$ cat config.mk
export PLATFORM = sky130hd
export DESIGN_NAME = pid_pwm_with_rate_guard
export DESIGN_NICKNAME = d
export VERILOG_FILES = /design/src/sv/pidg_pkg.sv /design/src/sv/pid_pwm_with_rate_guard.sv /design/src/sv/pidg_sdiv.sv
export SDC_FILE = /design/constraint.sdc
export NUM_CORES = 1
export LEC_CHECK = 0
export BUFFER_PORTS_ARGS = -buffer_cell sky130_fd_sc_hd__buf_2
export CELL_PAD_IN_SITES_DETAIL_PLACEMENT = 0
export CELL_PAD_IN_SITES_GLOBAL_PLACEMENT = 1
export CORE_ASPECT_RATIO = 0.75
export CORE_MARGIN = 2
export CORE_UTILIZATION = 57
export DETAILED_ROUTE_END_ITERATION = 12
export GPL_ROUTABILITY_DRIVEN = 1
export PLACE_DENSITY_LB_ADDON = 0.1
export SLEW_MARGIN = 20
export SYNTH_ARGS = -nofsm -noshare
export SYNTH_HDL_FRONTEND = slang
export SYNTH_SLANG_ARGS = --single-unit
$ cat constraint.sdc
create_clock -name clock -period 14.1 [get_ports clock]
set_input_delay 1.41 -clock clock [delete_from_list [all_inputs] [get_ports clock]]
set_output_delay 1.41 -clock clock [all_outputs]
set_load 0.03 [all_outputs]
$ cat src/sv/pidg_pkg.sv
// Shared types and constants for the PID drive generator with rate guard.
package pidg_pkg;
   localparam int ERR_DEPTH_DEF   = 16;
   localparam int DRIVE_DEPTH_DEF = 8;
   localparam int ErrW   = 17;
   localparam int SumW   = 25;
   localparam int NumW   = 26;
   localparam int DivW   = 16;
   localparam int DriveW = 8;

   typedef enum logic [2:0] {
      CFG_PROP  = 3'd0,
      CFG_INTEG = 3'd1,
      CFG_DERIV = 3'd2,
      CFG_SETPT = 3'd3,
      CFG_GUARD = 3'd4,
      CFG_MAXPW = 3'd5
   } cfg_index_type;

   typedef enum logic [2:0] {
      ST_IDLE,
      ST_READ,
      ST_DIV,
      ST_NEXT,
      ST_GUARD,
      ST_OUT
   } state_type;
endpackage

$ cat src/sv/pid_pwm_with_rate_guard.sv
// Top level of the PID drive generator with windowed integral and rate guard.
// Each item runs its three terms (proportional, integral, derivative) in turn on the
// shared 26-bit bit-serial divider, starting it and waiting for its result each time.
// An item is taken only while no other is in flight; the next item is taken the cycle
// after the result has left. Reset is synchronous and active high; it restores register
// defaults and clears the error and drive histories through their valid bits.
module pid_pwm_with_rate_guard #(
   parameter int ERR_DEPTH   = pidg_pkg::ERR_DEPTH_DEF,
   parameter int DRIVE_DEPTH = pidg_pkg::DRIVE_DEPTH_DEF
) (
   input  logic        clock,
   input  logic        reset,
   input  logic        req_tvalid,
   output logic        req_tready,
   input  logic [15:0] req_tdata,   // [15:0] sample
   output logic        rsp_tvalid,
   input  logic        rsp_tready,
   output logic [7:0]  rsp_tdata,   // [7:0] drive
   input  logic        csr_we,
   input  logic [2:0]  csr_index,
   input  logic [15:0] csr_wdata
);
   localparam int EPW = (ERR_DEPTH > 1) ? $clog2(ERR_DEPTH) : 1;
   localparam int DPW = (DRIVE_DEPTH > 1) ? $clog2(DRIVE_DEPTH) : 1;
   localparam int NumW = pidg_pkg::NumW;

   // Configuration registers.
   logic [15:0] prop_ff, integ_ff, deriv_ff;
   logic signed [15:0] setpt_ff;
   logic guard_ff;
   logic [7:0] maxpw_ff;

   always_ff @(posedge clock) begin
      if (reset) begin
         prop_ff <= 16'd1; integ_ff <= 16'd1; deriv_ff <= 16'd1;
         setpt_ff <= '0; guard_ff <= 1'b1; maxpw_ff <= 8'd255;
      end else if (csr_we) begin
         case (csr_index)
            pidg_pkg::CFG_PROP:  prop_ff  <= csr_wdata;
            pidg_pkg::CFG_INTEG: integ_ff <= csr_wdata;
            pidg_pkg::CFG_DERIV: deriv_ff <= csr_wdata;
            pidg_pkg::CFG_SETPT: setpt_ff <= csr_wdata;
            pidg_pkg::CFG_GUARD: guard_ff <= csr_wdata[0];
            pidg_pkg::CFG_MAXPW: maxpw_ff <= csr_wdata[7:0];
            default: ;
         endcase
      end
   end

   // History stores; an entry without its valid bit reads as zero.
   logic signed [pidg_pkg::ErrW-1:0] err_mem [ERR_DEPTH];
   logic [ERR_DEPTH-1:0] err_vld_ff;
   logic [pidg_pkg::DriveW-1:0] drv_mem [DRIVE_DEPTH];
   logic [DRIVE_DEPTH-1:0] drv_vld_ff;
   logic [EPW-1:0] eptr_ff;
   logic [DPW-1:0] dptr_ff;
   logic signed [pidg_pkg::SumW-1:0] sum_ff;

   pidg_pkg::state_type state_ff, state_in;
   logic [1:0] term_ff;
   logic signed [pidg_pkg::ErrW-1:0] err_ff, prev_ff, oldslot_ff;
   logic signed [NumW-1:0] total_ff;
   logic [7:0] oldest_ff, drive_ff;
   logic [EPW-1:0] eslot;
   logic [DPW-1:0] dslot, dold;

   assign eslot = (eptr_ff == EPW'(ERR_DEPTH-1)) ? '0 : eptr_ff + EPW'(1);
   assign dslot = (dptr_ff == DPW'(DRIVE_DEPTH-1)) ? '0 : dptr_ff + DPW'(1);
   assign dold  = (dslot == DPW'(DRIVE_DEPTH-1)) ? '0 : dslot + DPW'(1);

   // Shared divider.
   logic div_start, div_done;
   logic signed [NumW-1:0] div_num, div_q;
   logic [15:0] div_den;

   always_comb begin
      case (term_ff)
         2'd0: begin
            div_num = NumW'(err_ff) * NumW'(10); div_den = prop_ff;
         end
         2'd1: begin div_num = NumW'(sum_ff); div_den = integ_ff; end
         default: begin
            div_num = (NumW'(prev_ff) - NumW'(err_ff)) * NumW'(10);
            div_den = deriv_ff;
         end
      endcase
   end

   pidg_sdiv u_div (
      .clock(clock), .reset(reset), .start(div_start),
      .num(div_num), .den(div_den), .done(div_done), .quot(div_q)
   );

   // Next state.
   always_comb begin
      state_in = state_ff;
      case (state_ff)
         pidg_pkg::ST_IDLE:  if (req_tvalid) state_in = pidg_pkg::ST_READ;
         pidg_pkg::ST_READ:  state_in = pidg_pkg::ST_DIV;
         pidg_pkg::ST_DIV:   state_in = pidg_pkg::ST_NEXT;
         pidg_pkg::ST_NEXT:
            if (div_done)
               state_in = (term_ff == 2'd2) ? pidg_pkg::ST_GUARD : pidg_pkg::ST_DIV;
         pidg_pkg::ST_GUARD: state_in = pidg_pkg::ST_OUT;
         pidg_pkg::ST_OUT:   if (rsp_tready) state_in = pidg_pkg::ST_IDLE;
         default:            state_in = pidg_pkg::ST_IDLE;
      endcase
   end

   // Outputs.
   always_comb begin
      req_tready = (state_ff == pidg_pkg::ST_IDLE);
      rsp_tvalid = (state_ff == pidg_pkg::ST_OUT);
      div_start  = (state_ff == pidg_pkg::ST_DIV);
   end
   assign rsp_tdata = drive_ff;

   // Clamp of the finished sum, then guard against the oldest drive or halve on a large negative error.
   logic [7:0] clamped, guarded;
   logic signed [9:0] gdiff;
   always_comb begin
      if (total_ff > $signed(NumW'(maxpw_ff))) clamped = maxpw_ff;
      else if (total_ff < 0)                  clamped = '0;
      else                                    clamped = total_ff[7:0];
      gdiff = $signed({2'b0, clamped}) - $signed({2'b0, oldest_ff});
      guarded = clamped;
      if (guard_ff) begin
         if (gdiff >= 10'sd5)       guarded = oldest_ff + 8'd5;
         else if (gdiff <= -10'sd5) guarded = oldest_ff - 8'd5;
         else if (err_ff <= -17'sd20) guarded = clamped >> 1;
      end
   end

   always_ff @(posedge clock) begin
      if (reset) begin
         state_ff <= pidg_pkg::ST_IDLE;
         err_vld_ff <= '0; drv_vld_ff <= '0;
         eptr_ff <= '0; dptr_ff <= '0; sum_ff <= '0;
      end else begin
         state_ff <= state_in;
         case (state_ff)
            pidg_pkg::ST_IDLE: if (req_tvalid) begin
               err_ff <= pidg_pkg::ErrW'(setpt_ff) - pidg_pkg::ErrW'($signed(req_tdata));
               term_ff <= 2'd0;
               total_ff <= '0;
            end
            pidg_pkg::ST_READ: begin
               prev_ff    <= err_vld_ff[eptr_ff] ? err_mem[eptr_ff] : '0;
               oldslot_ff <= err_vld_ff[eslot] ? err_mem[eslot] : '0;
               oldest_ff  <= drv_vld_ff[dold] ? drv_mem[dold] : '0;
            end
            pidg_pkg::ST_NEXT: if (div_done) begin
               total_ff <= total_ff + div_q;
               term_ff  <= term_ff + 2'd1;
            end
            pidg_pkg::ST_GUARD: begin
               sum_ff <= sum_ff + pidg_pkg::SumW'(err_ff) - pidg_pkg::SumW'(oldslot_ff);
               err_mem[eslot] <= err_ff;
               err_vld_ff[eslot] <= 1'b1;
               eptr_ff <= eslot;
               drv_mem[dslot] <= guarded;
               drv_vld_ff[dslot] <= 1'b1;
               dptr_ff <= dslot;
               drive_ff <= guarded;
            end
            default: ;
         endcase
      end
   end
endmodule

$ cat src/sv/pidg_sdiv.sv
// Bit-serial signed divider: one quotient bit per cycle, truncating toward zero.
module pidg_sdiv (
   input  logic                                  clock,
   input  logic                                  reset,
   input  logic                                  start,
   input  logic signed [pidg_pkg::NumW-1:0]      num,
   input  logic [pidg_pkg::DivW-1:0]             den,
   output logic                                  done,
   output logic signed [pidg_pkg::NumW-1:0]      quot
);
   localparam int CntW = $clog2(pidg_pkg::NumW + 1);

   logic [pidg_pkg::NumW-1:0] q_ff, q_in;
   logic [pidg_pkg::DivW:0]   r_ff, r_in;
   logic [pidg_pkg::DivW-1:0] d_ff, d_in;
   logic                      neg_ff, neg_in;
   logic [CntW-1:0]           cnt_ff, cnt_in;
   logic                      busy_ff, busy_in;
   logic [pidg_pkg::DivW:0]   trial;
   logic [pidg_pkg::DivW:0]   diff;

   always_comb begin
      trial = {r_ff[pidg_pkg::DivW-1:0], q_ff[pidg_pkg::NumW-1]};
      diff  = trial - {1'b0, d_ff};
   end

   always_comb begin
      q_in = q_ff; r_in = r_ff; d_in = d_ff; neg_in = neg_ff;
      cnt_in = cnt_ff; busy_in = busy_ff;
      if (start) begin
         q_in    = num[pidg_pkg::NumW-1] ? -num : num;
         r_in    = '0;
         d_in    = (den == '0) ? pidg_pkg::DivW'(1) : den;
         neg_in  = num[pidg_pkg::NumW-1];
         cnt_in  = CntW'(pidg_pkg::NumW);
         busy_in = 1'b1;
      end else if (busy_ff) begin
         if (!diff[pidg_pkg::DivW]) begin
            r_in = diff;
            q_in = {q_ff[pidg_pkg::NumW-2:0], 1'b1};
         end else begin
            r_in = trial;
            q_in = {q_ff[pidg_pkg::NumW-2:0], 1'b0};
         end
         cnt_in = cnt_ff - CntW'(1);
         if (cnt_ff == CntW'(1)) busy_in = 1'b0;
      end
   end

   always_ff @(posedge clock) begin
      q_ff <= q_in; r_ff <= r_in; d_ff <= d_in; neg_ff <= neg_in; cnt_ff <= cnt_in;
      if (reset) busy_ff <= 1'b0;
      else       busy_ff <= busy_in;
   end

   assign done = !busy_ff;
   assign quot = neg_ff ? -q_ff : q_ff;
endmodule
==> impl_metrics.yaml <==
job:
  cap_violations: 0
sta:
  finalSetupViolCount: 0
  worst_pin_slew_ps: 1160
  timing.setup.tns_ps: 0
  fin_crit_ps: 6600
  hold_viol: 0
  max_freq_ghz: 0.152
  rsz0062_at_grt: "no"
  finalCritPeriodShare_pct: 46.8
  slew_viol_final: 0
  slew_headroom_pct: 22.5
  skew_ps: 30.6
placement:
  io_buffers: 49
  dp.cells: 3871
  gp_congestion: 0.873
  hpwl_mm: 63.9
setup_path:
  slowest_delay_ps: 820
  worstPathMaxFanout: 24
  critical_path_class: "flip-flop to flip-flop"
  required_ps: 14430
  crit_arrival_ps: 6930
  startpoint: "err_ff[2]"
  critPathLaunchType: "flip-flop"
  crit_top_cell: "ha_1"
  r2r-start: "err_ff[2]"
  cp_cell_sequence: "inv_1 -> ha_1 -> nor2b_1 -> o31ai_1 -> a21oi_1 -> and3_1 -> o21a_1 -> o21ai_0 -> nor2b_1 -> xnor2_1 -> ha_1 -> ha_1 -> nand4_1 -> a211oi_1 -> a211oi_1 -> a21oi_2 -> a21oi_1 -> mux2i_2 -> and3_1 -> inv_1 -> o21ai_1 -> xnor2_1 -> o21ai_0"
  worst_path_max_delay_cell: "edfxtp_1"
  end_kind: "flip-flop"
final_layout:
  layout-drive-gt1-share_pct: 13.9
  fin_cells: 3990
  area_growth_syn_to_layout_pct: 8.84
  n_antenna_cell: 0
  finalNetCount: 3395
  fillers: 4842
synthesis:
  ys_top_cells_by_area: "edfxtp_1 39%, mux4_2 11%, dfxtp_1 8.5%"
  synth.distinct_cells: 98
  ys_ff_latch: 628
  syn_inst: 3120
  yosys_warnings: 0
  synth-edff-count: 474
  syn_nets: 3386
  syn_area_per_cell_um2: 11.6
  yosysTopAreaCell: "edfxtp_1"
  synth_ff_type: "edfxtp_1"
  yosys.area.top_type_share_pct: 39.5
  synth-async-reset-ratio_pct: 0
  synth.yosys.seq_area_share_pct: 48.0
  synth_area_um2: 36100
clock_tree:
  htreeDepth: 3
  post_cts_buffers: 0
  clk_pin_slew_ps: 60
  cts-root-buf: "clkbuf_16"
  cts_tree: "yes"
  cts_buffers: 66
  cts_buffer_depth: 3
  cts.sinks: 628
  insertion_delay_ps: 640
  cts_resized: 0
  ctsHoldBuffers: 0
route:
  drt-initial-drc-count: 2594
  wl_mm: 94.0
  ant_nets: 0
  vias: 25308
  drt-pass1-iter-count: 8
  drc_errors: 0
  wire_per_inst_um: 23.6
  via_per_inst: 6.34
floorplan:
  num_rows: 79
  die_x_um: 295
  placeableCoreArea_um2: 62300
  fp.dieH_um: 222
  start_util_pct: 57.9
  dieArea_um2: 65300
  ios: 50
power_and_ir_drop:
  p_per_area_nw_per_um2: 151
  power.leakage_nw: 14.6
  totalPowerFinal_mw: 5.94
  vdd_drop_max_v: 0.000150
grt:
  grt_pass1_vias: 24712
  grt.total_usage_pct: 29.3
  grt_max_degree: 76
  grt_pass1_wl_mm: 146
  overflow: 0
  antenna_found_initial: 1
status:
  outcome: "completed"
min_path:
  hold_class: "flip-flop to flip-flop"
  hold_start: "drv_vld_ff[4]"
[report_power, final]
part	total [mW]	switching, mW	internal (mW)	leakage [nW]
combinational	2.02	1.17	0.848	8.08
sequential	2.25	0.117	2.13	5.57
clock	1.67	0.745	0.930	0.982
[worst paths after layout]
| check | end | slack [ps] | cells after the start |
|---|---|---|---|
| worst min-delay path | drv_vld_ff[4] | 450 | 1 |
| worst max register to register | u_div.q_ff[14] | 7500 | 23 |
| worst max-delay path | u_div.q_ff[14] | 7500 | 23 |
| worst min register to register | drv_vld_ff[4] | 450 | 1 |
[per-layer routing]
metal | part of all wire, % | GRT usage, % | routed length [µm]
met4 | 2.0 | 7.39 | 1900
met2 | 44 | 43.1 | 41300
met3 | 9.5 | 7.40 | 8890
met5 | 0 | 0 | 0
met1 | 45 | 43.5 | 41900
[worst max-delay path: cells and delay by family (launching register included)]
family / cells / cell delay [ps]
AOI/OAI and AO/OA: 10 / 2010
xor gates and xnor gates: 2 / 330
adders and majority gates: 3 / 1070
buffers and inverters: 2 / 300
DFF: 1 / 820
muxes: 1 / 290
and+or+nand+nor: 5 / 1480
[registers in the layout, summed over array words and instances (netlist names), 8 cells and up]
signal	flops
deriv_ff	16
drv_mem	64
drv_vld_ff	8
err_ff	17
err_mem	272
err_vld_ff	16
integ_ff	16
maxpw_ff	8
oldest_ff	8
oldslot_ff	17
prev_ff	17
prop_ff	16
rsp_tdata	8
setpt_ff	16
sum_ff	25
total_ff	26
u_div.d_ff	16
u_div.q_ff	26
u_div.r_ff	16
[final cells by class]
class                      count  area, µm²  area share [%]
clock buffer                  87       1770            4.51
clock inverter                32        253           0.644
inverter                     198        743            1.89
multi-input combinational   2151      17700            44.9
sequential                   628      17300            44.1
tap                          810       1010            2.58
timing repair buffer          84        510            1.30
[synthesized netlist by cell type, types with 31 or more instances]
library cell,n
a21oi_1,215
mux4_2,179
inv_1,197
nand3_1,44
nor3_1,49
edfxtp_1,474
a21o_1,59
nor2_1,175
nor2b_1,36
dfxtp_1,154
ha_1,195
mux2i_1,62
xnor2_1,110
nand2_1,390
and3_1,44
clkbuf_1,91
xor2_1,43
fa_1,31
o21ai_0,104
[cell usage in the layout (no fill, tap or decap), types with 31 or more instances in the layout]
cell and n:
o21ai_0 100, buf_2 48, mux2i_1 61, mux4_2 179, a21o_1 59, nor3_1 45, nor2b_1 36, xor2_1 42
nand2_1 390, a21oi_1 214, nor2_1 156, ha_1 193, clkbuf_16 67, fa_1 31, inv_1 197, buf_4 36
edfxtp_1 474, and3_1 43, xnor2_1 110, dfxtp_1 151, nand3_1 44
[kinds of logic after synthesis]
group,count (synthesis),share of synthesized area [%]
mux,251,13.2
fa+ha+maj,226,8.48
flops,628,48.0
xor+xnor,153,3.71
simple gates,878,11.2
buf+inv,341,3.72
compound gates,643,11.6
[metrics by stage]
| stage | area, µm² | hold slack [ps] | setup WS [ps] | util (%) |
|---|---|---|---|---|
| after global placement | 37200 | 428 | 7770 | 59.8 |
| after global routing | 39300 | 465 | 6740 | 63.1 |
| after detailed placement | 37200 | 439 | 7610 | 59.8 |
| after floorplan | 36100 | 421 | 7350 | - |
| final | 39300 | 452 | 7500 | 63.1 |
| after CTS | 39300 | 454 | 7580 | 63.0 |
Power figures use the tool's default switching activity.
